### config.mk
export PLATFORM = sky130hd
export DESIGN_NAME = first_fit_block_allocator
export DESIGN_NICKNAME = d
export VERILOG_FILES = /design/src/sv/ffba_pkg.sv /design/src/sv/ffba_datapath.sv /design/src/sv/ffba_ctrl.sv /design/src/sv/first_fit_block_allocator.sv
export SDC_FILE = /design/constraint.sdc
export NUM_CORES = 1
export LEC_CHECK = 0
export ABC_AREA = 0
export BUFFER_PORTS_ARGS = -buffer_cell sky130_fd_sc_hd__buf_4
export CORE_MARGIN = 2
export CORE_UTILIZATION = 35
export DETAILED_ROUTE_END_ITERATION = 16
export GPL_TIMING_DRIVEN = 1
export SLEW_MARGIN = 20
export SYNTH_ARGS = -nofsm -noshare
export SYNTH_HDL_FRONTEND = slang
export SYNTH_HIERARCHICAL = 1
export SYNTH_SLANG_ARGS = --single-unit
### constraint.sdc
create_clock -name clk -period 10.2 [get_ports clk]
set_clock_uncertainty 0.15 [all_clocks]
set_input_delay 1.02 -clock clk [delete_from_list [all_inputs] [get_ports clk]]
set_output_delay 1.02 -clock clk [all_outputs]
set_load 0.005 [all_outputs]
### src/sv/ffba_pkg.sv
// Shared types and constants for the first-fit block allocator.
`timescale 1ns / 1ps
package ffba_pkg;

  localparam int DEF_NUM_BLOCKS = 16;
  localparam int DEF_SIZE_BITS  = 16;
  localparam int FIELD_W        = 16;
  localparam int BLOCK_NUM_W    = 5;

  localparam logic KIND_LOAD    = 1'b0;
  localparam logic KIND_REQUEST = 1'b1;

  typedef struct packed {
    logic load;
    logic capture;
    logic step;
    logic finish;
  } ffba_cmd_t;

  typedef struct packed {
    logic hit;
    logic exhausted;
  } ffba_sts_t;

endpackage

### src/sv/ffba_datapath.sv
// Block table, free bits, scan pipeline and result registers.
`timescale 1ns / 1ps
module ffba_datapath
  import ffba_pkg::*;
#(
  parameter int NUM_BLOCKS = DEF_NUM_BLOCKS,
  parameter int SIZE_BITS  = DEF_SIZE_BITS
) (
  input  logic                   clk,
  input  logic                   rst,
  input  ffba_cmd_t              cmd,
  output ffba_sts_t              sts,
  input  logic [FIELD_W-1:0]     size_value,
  input  logic                   last_request,
  output logic                   allocated,
  output logic [BLOCK_NUM_W-1:0] block_number,
  output logic [FIELD_W-1:0]     chosen_size,
  output logic [FIELD_W-1:0]     fragment,
  output logic [FIELD_W-1:0]     request_echo,
  output logic                   last_flag
);

  localparam int IDX_W = (NUM_BLOCKS > 1) ? $clog2(NUM_BLOCKS) : 1;
  localparam int CNT_W = $clog2(NUM_BLOCKS + 1);

  logic [SIZE_BITS-1:0]  sizes [NUM_BLOCKS];
  logic [NUM_BLOCKS-1:0] free_bits;
  logic [CNT_W-1:0]      loaded;
  logic [SIZE_BITS-1:0]  req_size;
  logic [FIELD_W-1:0]    req_echo;
  logic                  req_last;
  logic [CNT_W-1:0]      iss;
  logic [SIZE_BITS-1:0]  rd_data;
  logic [IDX_W-1:0]      rd_idx;
  logic                  rd_valid;

  logic [31:0]          size_wide;
  logic [SIZE_BITS-1:0] size_in;
  logic [31:0]          echo_wide;
  logic                 can_load;
  logic                 can_issue;
  logic                 cand_ok;
  logic [SIZE_BITS-1:0] diff;
  logic [31:0]          size_out_wide;
  logic [31:0]          diff_wide;
  logic [IDX_W:0]       bn;
  logic [31:0]          bn_wide;

  assign size_wide     = {16'b0, size_value};
  assign size_in       = size_wide[SIZE_BITS-1:0];
  assign echo_wide     = 32'(size_in);
  assign can_load      = loaded < CNT_W'(NUM_BLOCKS);
  assign can_issue     = iss < loaded;
  assign cand_ok       = rd_valid && free_bits[rd_idx] && (rd_data >= req_size);
  assign diff          = rd_data - req_size;
  assign size_out_wide = 32'(rd_data);
  assign diff_wide     = 32'(diff);
  assign bn            = {1'b0, rd_idx} + 1'b1;
  assign bn_wide       = 32'(bn);

  assign sts.hit       = cand_ok;
  assign sts.exhausted = !rd_valid && !can_issue;

  // table storage
  always_ff @(posedge clk) begin
    if (cmd.load && can_load) begin
      sizes[loaded[IDX_W-1:0]] <= size_in;
    end
    if (cmd.step && can_issue) begin
      rd_data <= sizes[iss[IDX_W-1:0]];
    end
  end

  always_ff @(posedge clk) begin
    if (rst) begin
      free_bits <= '0;
      loaded    <= '0;
      iss       <= '0;
      rd_valid  <= 1'b0;
    end else begin
      if (cmd.load && can_load) begin
        free_bits[loaded[IDX_W-1:0]] <= 1'b1;
        loaded <= loaded + 1'b1;
      end
      if (cmd.capture) begin
        iss      <= '0;
        rd_valid <= 1'b0;
      end else if (cmd.step) begin
        rd_valid <= can_issue;
        if (can_issue) begin
          iss <= iss + 1'b1;
        end
      end
      if (cmd.finish && cand_ok) begin
        free_bits[rd_idx] <= 1'b0;
      end
    end
  end

  always_ff @(posedge clk) begin
    if (cmd.capture) begin
      req_size <= size_in;
      req_echo <= echo_wide[FIELD_W-1:0];
      req_last <= last_request;
    end
    if (cmd.step && can_issue) begin
      rd_idx <= iss[IDX_W-1:0];
    end
    if (cmd.finish) begin
      allocated    <= cand_ok;
      block_number <= cand_ok ? bn_wide[BLOCK_NUM_W-1:0] : '0;
      chosen_size  <= cand_ok ? size_out_wide[FIELD_W-1:0] : '0;
      fragment     <= cand_ok ? diff_wide[FIELD_W-1:0] : '0;
      request_echo <= req_echo;
      last_flag    <= req_last;
    end
  end

endmodule

### src/sv/ffba_ctrl.sv
// Controller state machine: accepts items, runs the table scan, fires the result strobe.
`timescale 1ns / 1ps
module ffba_ctrl
  import ffba_pkg::*;
(
  input  logic      clk,
  input  logic      rst,
  input  logic      start,
  input  logic      kind,
  input  ffba_sts_t sts,
  output ffba_cmd_t cmd,
  output logic      busy,
  output logic      done
);

  typedef enum logic {
    S_IDLE,
    S_SCAN
  } state_t;

  state_t state;
  state_t state_next;

  always_comb begin
    cmd.load    = (state == S_IDLE) && start && (kind == KIND_LOAD);
    cmd.capture = (state == S_IDLE) && start && (kind == KIND_REQUEST);
    cmd.step    = (state == S_SCAN);
    cmd.finish  = (state == S_SCAN) && (sts.hit || sts.exhausted);
  end

  always_comb begin
    state_next = state;
    unique case (state)
      S_IDLE: begin
        if (cmd.capture) begin
          state_next = S_SCAN;
        end
      end
      S_SCAN: begin
        if (cmd.finish) begin
          state_next = S_IDLE;
        end
      end
      default: state_next = S_IDLE;
    endcase
  end

  always_ff @(posedge clk) begin
    if (rst) begin
      state <= S_IDLE;
      busy  <= 1'b0;
      done  <= 1'b0;
    end else begin
      state <= state_next;
      busy  <= (state_next != S_IDLE);
      done  <= cmd.finish;
    end
  end

endmodule

### src/sv/first_fit_block_allocator.sv
// Top level of the first-fit fixed-partition block allocator.
// Usage:
//   An item transfers at a rising edge with start high and busy low.
//   kind = load appends size_value to the block table and marks the block free;
//   loads past NUM_BLOCKS entries are dropped. A load gives no result and leaves
//   busy low.
//   kind = request searches loaded blocks from number 1 upward for the first free
//   block at least size_value large, claims it and reports it. busy rises for the
//   scan; the result shows for exactly one cycle with done high, and the receiver
//   cannot stall it. block_number is 1-based, 0 with allocated low if no fit.
// Scan: the scan reads one table entry per cycle from the size memory
//   (registered read, then a combinational compare). The next item can
//   transfer in the cycle done is high.
// Reset: synchronous rst empties the table (all blocks used, count zero).
`timescale 1ns / 1ps
module first_fit_block_allocator
  import ffba_pkg::*;
#(
  parameter int NUM_BLOCKS = DEF_NUM_BLOCKS,
  parameter int SIZE_BITS  = DEF_SIZE_BITS
) (
  input  logic                   clk,
  input  logic                   rst,
  input  logic                   start,
  output logic                   busy,
  input  logic                   kind,
  input  logic [FIELD_W-1:0]     size_value,
  input  logic                   last_request,
  output logic                   done,
  output logic                   allocated,
  output logic [BLOCK_NUM_W-1:0] block_number,
  output logic [FIELD_W-1:0]     chosen_size,
  output logic [FIELD_W-1:0]     fragment,
  output logic [FIELD_W-1:0]     request_echo,
  output logic                   last_flag
);

  ffba_cmd_t cmd;
  ffba_sts_t sts;

  ffba_ctrl u_ctrl (
    .clk   (clk),
    .rst   (rst),
    .start (start),
    .kind  (kind),
    .sts   (sts),
    .cmd   (cmd),
    .busy  (busy),
    .done  (done)
  );

  ffba_datapath #(
    .NUM_BLOCKS (NUM_BLOCKS),
    .SIZE_BITS  (SIZE_BITS)
  ) u_datapath (
    .clk          (clk),
    .rst          (rst),
    .cmd          (cmd),
    .sts          (sts),
    .size_value   (size_value),
    .last_request (last_request),
    .allocated    (allocated),
    .block_number (block_number),
    .chosen_size  (chosen_size),
    .fragment     (fragment),
    .request_echo (request_echo),
    .last_flag    (last_flag)
  );

endmodule
---- Word level (Yosys, flattened, before mapping) ----
Memories as Yosys holds them, arrays and structs flattened. A register that Yosys moved wholly into a read port is not among the register bits.
Cells that the tools add are included.
operators by class
  $add $sub $neg .......................... 4
  magnitude comparators ................... 7
  multiplexer cells ....................... 14
  bitwise gates (word level) .............. 5
  reductions and logical operators ........ 17
operators with widths
  operator                                                                             number
  16-bit two-way mux                                                                   3
  16-bit AND                                                                           1
  16-bit greater-or-equal comparator                                                   1
  16-bit inverter                                                                      1
  16-bit bitwise OR                                                                    1
  16-bit subtractor                                                                    1
  1-bit logical AND                                                                    12
  5-bit by 1-bit adder with 5-bit output, second input constant                        2
  4-bit by 5-bit less-than comparator with 1-bit output, second input constant         2
  1-bit demux with 4-bit select                                                        2
  4-bit by 1-bit greater-or-equal comparator with 1-bit output, second input constant  2
  1-bit two-way mux                                                                    7
  4-bit by 1-bit adder with 5-bit output, second input constant                        1
  5-bit less-than comparator                                                           1
  5-bit less-than comparator, second input constant                                    1
  1-bit binary-select mux with 4-bit select                                            1
  1-bit logical NOT                                                                    2
  1-bit inverter                                                                       2
  1-bit one-hot mux with 2 select lines                                                1
  2-bit AND reduction                                                                  1
  2-bit OR reduction                                                                   1
  1-bit logical OR                                                                     1
storage, ports and cells
  flip-flop bits (word level) ............. 105
  RAM bits ................................ 256
  input port bits ......................... 21
  output and inout bits ................... 57
  word-level logic and storage cells ...... 63
  memories ................................ 1
memories
  name              words  bits a word  rd ports  clocked after memory_dff  wr ports  RTL line             source
  u_datapath.sizes  16     16           1         1                         1         ffba_datapath.sv:26  logic [SIZE_BITS-1:0] sizes [NUM_BLOCKS];

---- Logic depth before layout (Yosys ltp) ----
  word-level depth ........................ 9
  depth in mapped cells ................... 17
  mapped depth without buffers ............ 15

---- Hierarchy ----
The synthesis kept the hierarchy.
modules (own cells, without submodules)
  module         instances  cells each  area an instance (um2)  sequential area each (um2)
  ffba_datapath  1          810         15,019.4                10,990.5
  ffba_ctrl      1          10          97.6                    40.0

---- Least setup slack after synthesis ----
Ideal clock, no wire load.
  kind .................................... flip-flop to flip-flop
  from .................................... register u_datapath/req_echo[0] (netlist name)
  to ...................................... register u_datapath.free_bits[12]
  setup time .............................. 0.134 ns
  data arrival time ....................... 4.258 ns
  required time ........................... 9.916 ns
  path slack .............................. 5.658 ns
  cell stages (with the launch flop) ...... 17
  path buffers ............................ 2
  clock period less this slack ............ 4.542 ns
  cell sequence ........................... edfxtp_1 -> ha_1 -> fa_1 -> nor2b_1 -> o21ai_1 -> a21oi_1 -> o211a_1 -> o31ai_4 -> inv_4 -> buf_6 -> buf_4 -> o21a_1 -> nand2_1 -> inv_1 -> nand4_1 -> a31oi_1 -> a211oi_1
RTL lines
  item                             RTL line             source
  to (signal assigned)             ffba_datapath.sv:76  free_bits <= '0;
  to (signal, indexed assignment)  ffba_datapath.sv:82  free_bits[loaded[IDX_W-1:0]] <= 1'b1;
  to (signal, indexed assignment)  ffba_datapath.sv:95  free_bits[rd_idx] <= 1'b0;
  to (decl)                        ffba_datapath.sv:27  logic [NUM_BLOCKS-1:0] free_bits;

==> impl_metrics.ini <==
[timing]
post-route-min-period_ns = 4.060
final.period_utilization_pct = 39.81
least_margin_pin_slew_ns = 1.039
final.setup.tns_ns = 0
achievable-frequency_mhz = 246.3
slew_headroom_pct = 30.74
finalHoldViolCount = 0
rsz0062_at_grt = false
worst_slack_ns = 6.140
setup_violations = 0
final_slew_violations = 0

[routing]
drtAntennaViolNets = 0
via_count = 7788
drtPass1Iterations = 5
drt_drc_violations_left = 0
initialDrtViolationCount = 644
postRouteWirelength_um = 32370
route.detailed.wl_per_inst_um = 21.02
via_density_per_instance = 5.057

[cts]
cts_repair_resize_count = 0
cts.sink_count = 377
cts_hold_buf = 0
clk_latency_ns = 0.53
htree_num_levels = 2
clk_pin_slew_ns = 0.06
clock_tree.buffer_depth = 3
cts-buffers-inserted = 40
clock-root-buffer = sky130_fd_sc_hd__clkbuf_16
cts_post_setup_buffers_inserted = 0
tritoncts = built

[final_layout]
drive_gt1_share_pct = 27.96
area_delta_synth_final_pct = 16.98
fill_cells = 3825
n_antenna_cell = 0
num-nets-final = 977

[setup_path]
crit_path_max_fanout = 21
setup.worst_path.class = reg -> reg
critPathLaunchType = flop
cp.arrival_ns = 4.34
timing.critical_path.required_ns = 10.48
worst_setup_path_end_kind = flop

[global_route]
globalRoute.totalOverflow = 0
grt_antenna_before_repair = 0
grt_pass1_wl_um = 49270
groute.usage.overall_pct = 14.73
number_of_global_route_vias_before_repair = 7710
largest_net_degree_at_the_start_of_global_routing = 69

[die]
floorplan.die.width_um = 211.8
placement_rows = 76
design.die.area_um2 = 44870
num_io_pins = 78
fp.dieH_um = 211.8
fp.coreArea_um2 = 42890
initial_core_util_pct = 35.25

[power]
peakVddDrop_v = 0.00009657
powerDensity_nw_per_um2 = 178.6
leakagePower_nw = 5.809

[logic_synthesis]
syn-mean-instance-area_um2 = 18.44
syn_nets = 871
yosys_warnings = 6
edff_count_synth = 348
post_synth_inst_count = 820
seq_area_frac_synth_pct = 72.97
synth_async_sr_flop_share_pct = 0
synthFlopType = sky130_fd_sc_hd__edfxtp_1
syn_area_um2 = 15120
synth.lib_cells_used.distinct = 53
synth.ff_latch_count = 377

[placement]
port_buffers = 77
gpl.final_weighted_congestion = 0.8596
hpwl_detailed_um = 20350
dpl_worst_slack_ns = 6.136

[job]
maxcap_violations = 0

[outcome]
status = finished, final reports clean

[min_path]
min-delay-path-class = reg -> reg
## final timing paths
path	slack, ns	start	to	cells after the start
worst max-delay path	6.14	u_datapath/rd_data[11]$_DFFE_PP_	u_datapath/free_bits[13]$_SDFF_PP0_	13
worst min-delay path	0.28	u_datapath/req_last$_DFFE_PP_	u_datapath/last_flag$_DFFE_PP_	0
worst max register to register	6.14	u_datapath/rd_data[11]$_DFFE_PP_	u_datapath/free_bits[13]$_SDFF_PP0_	13
worst min register to register	0.28	u_datapath/req_last$_DFFE_PP_	u_datapath/last_flag$_DFFE_PP_	0
## sequential cells by signal, indices dropped and copies added, names as in the netlist, 5 cells and up
name,flops
u_datapath/loaded,5
u_datapath/request_echo,16
u_datapath/req_echo,16
u_datapath/sizes,256
u_datapath/block_number,5
u_datapath/fragment,16
u_datapath/iss,5
u_datapath/chosen_size,16
u_datapath/free_bits,16
u_datapath/rd_data,16
## placed cells by master, fill, tap and decap left out, types with 9 or more instances in the layout
cell type,netlist,final
sky130_fd_sc_hd__clkinv_1,0,11
sky130_fd_sc_hd__edfxtp_1,348,348
sky130_fd_sc_hd__nand2_1,20,19
sky130_fd_sc_hd__and2_1,17,17
sky130_fd_sc_hd__buf_4,3,98
sky130_fd_sc_hd__inv_1,36,36
sky130_fd_sc_hd__a21oi_1,19,19
sky130_fd_sc_hd__ha_1,29,29
sky130_fd_sc_hd__nor2_1,61,49
sky130_fd_sc_hd__clkinv_2,0,9
sky130_fd_sc_hd__a211oi_1,11,11
sky130_fd_sc_hd__nor3_1,15,11
sky130_fd_sc_hd__dfxtp_1,29,27
sky130_fd_sc_hd__mux4_2,84,84
sky130_fd_sc_hd__nor2_2,0,12
sky130_fd_sc_hd__nand3_1,10,10
sky130_fd_sc_hd__clkbuf_16,0,40
## layer usage
layer  global-route usage [%]  part of all wire, %  wire length (um)  up-vias
li1                         -                    -                 -     3472
met1                    21.38                   45             14540     4018
met2                    23.13                   47             15300      244
met3                    2.477                  5.8              1870       54
met4                    3.740                  2.1               664        0
met5                        0                    0                 0        -
## per-stage QoR
| step | cell area, um^2 | utilization, % | hold WS (ns) | std cells | total power (W) |
|---|---|---|---|---|---|
| after floorplan | 15120 | - | 0.2503 | 820 | 0.001804 |
| after global placement | 16480 | 38.42 | 0.2521 | 1469 | 0.001857 |
| after detailed placement | 16480 | 38.42 | 0.2667 | 1469 | 0.001859 |
| after CTS | 17680 | 41.23 | 0.2810 | 1540 | 0.003192 |
| after global routing | 17680 | 41.23 | 0.2896 | 1540 | 0.003268 |
| final | 17680 | 41.23 | 0.2777 | 1540 | 0.003158 |
## power by group
part / leakage [nW] / total [W] / switching, W / internal, W
sequential: 3.39 / 0.00172 / 0.00000935 / 0.00171
clock: 0.594 / 0.00133 / 0.000583 / 0.000749
combinational: 1.82 / 0.000109 / 0.0000661 / 0.0000431
total: 5.81 / 0.00316 / 0.000659 / 0.00250
## cell usage after synthesis (7+ instances only)
cell type	instances	area share, %
sky130_fd_sc_hd__a211oi_1	11	0.55
sky130_fd_sc_hd__a21o_1	8	0.40
sky130_fd_sc_hd__a21oi_1	19	0.63
sky130_fd_sc_hd__a311oi_1	8	0.46
sky130_fd_sc_hd__and2_1	17	0.70
sky130_fd_sc_hd__buf_2	13	0.43
sky130_fd_sc_hd__clkbuf_1	15	0.37
sky130_fd_sc_hd__dfxtp_1	29	3.8
sky130_fd_sc_hd__edfxtp_1	348	69
sky130_fd_sc_hd__ha_1	29	2.4
sky130_fd_sc_hd__inv_1	36	0.89
sky130_fd_sc_hd__mux4_2	84	13
sky130_fd_sc_hd__nand2_1	20	0.50
sky130_fd_sc_hd__nand3_1	10	0.33
sky130_fd_sc_hd__nor2_1	61	1.5
sky130_fd_sc_hd__nor2b_1	7	0.29
sky130_fd_sc_hd__nor3_1	15	0.50
sky130_fd_sc_hd__nor3b_1	8	0.40
sky130_fd_sc_hd__o21ai_0	7	0.23
sky130_fd_sc_hd__xnor2_1	8	0.46
## logic make-up after synthesis
kind of cell	synth area share (%)
adder cells (fa/ha/maj)	2.533
XOR/XNOR	0.6952
buffers and inverters	2.011
AND/OR/NAND/NOR	5.272
multiplexers	12.79
AO/OA/AOI/OAI	3.733
flip-flops	72.97
## critical path: stages, from the launching register on
cell and delay [ns]:
sky130_fd_sc_hd__edfxtp_1 0.39, sky130_fd_sc_hd__ha_1 0.40, sky130_fd_sc_hd__and4_1 0.27, sky130_fd_sc_hd__and3_1 0.22
sky130_fd_sc_hd__o21ai_1 0.19, sky130_fd_sc_hd__inv_1 0.12, sky130_fd_sc_hd__o31ai_4 0.82, sky130_fd_sc_hd__inv_4 0.24
sky130_fd_sc_hd__o21a_2 0.39, sky130_fd_sc_hd__nand2_1 0.21, sky130_fd_sc_hd__inv_1 0.06, sky130_fd_sc_hd__nand4_1 0.09
sky130_fd_sc_hd__a31oi_1 0.10, sky130_fd_sc_hd__a211oi_1 0.29
## layout make-up
cell class / instances / area [um^2] / area share, %
Multi-Input combinational cell: 372 / 3836 / 21.69
Clock inverter: 27 / 186.4 / 1.054
Timing Repair Buffer: 98 / 735.7 / 4.160
Clock buffer: 44 / 1016 / 5.745
Inverter: 37 / 141.4 / 0.7995
Tap cell: 585 / 732.0 / 4.139
Sequential cell: 377 / 11040 / 62.41
Note: power is estimated with default switching activity, not from simulation.
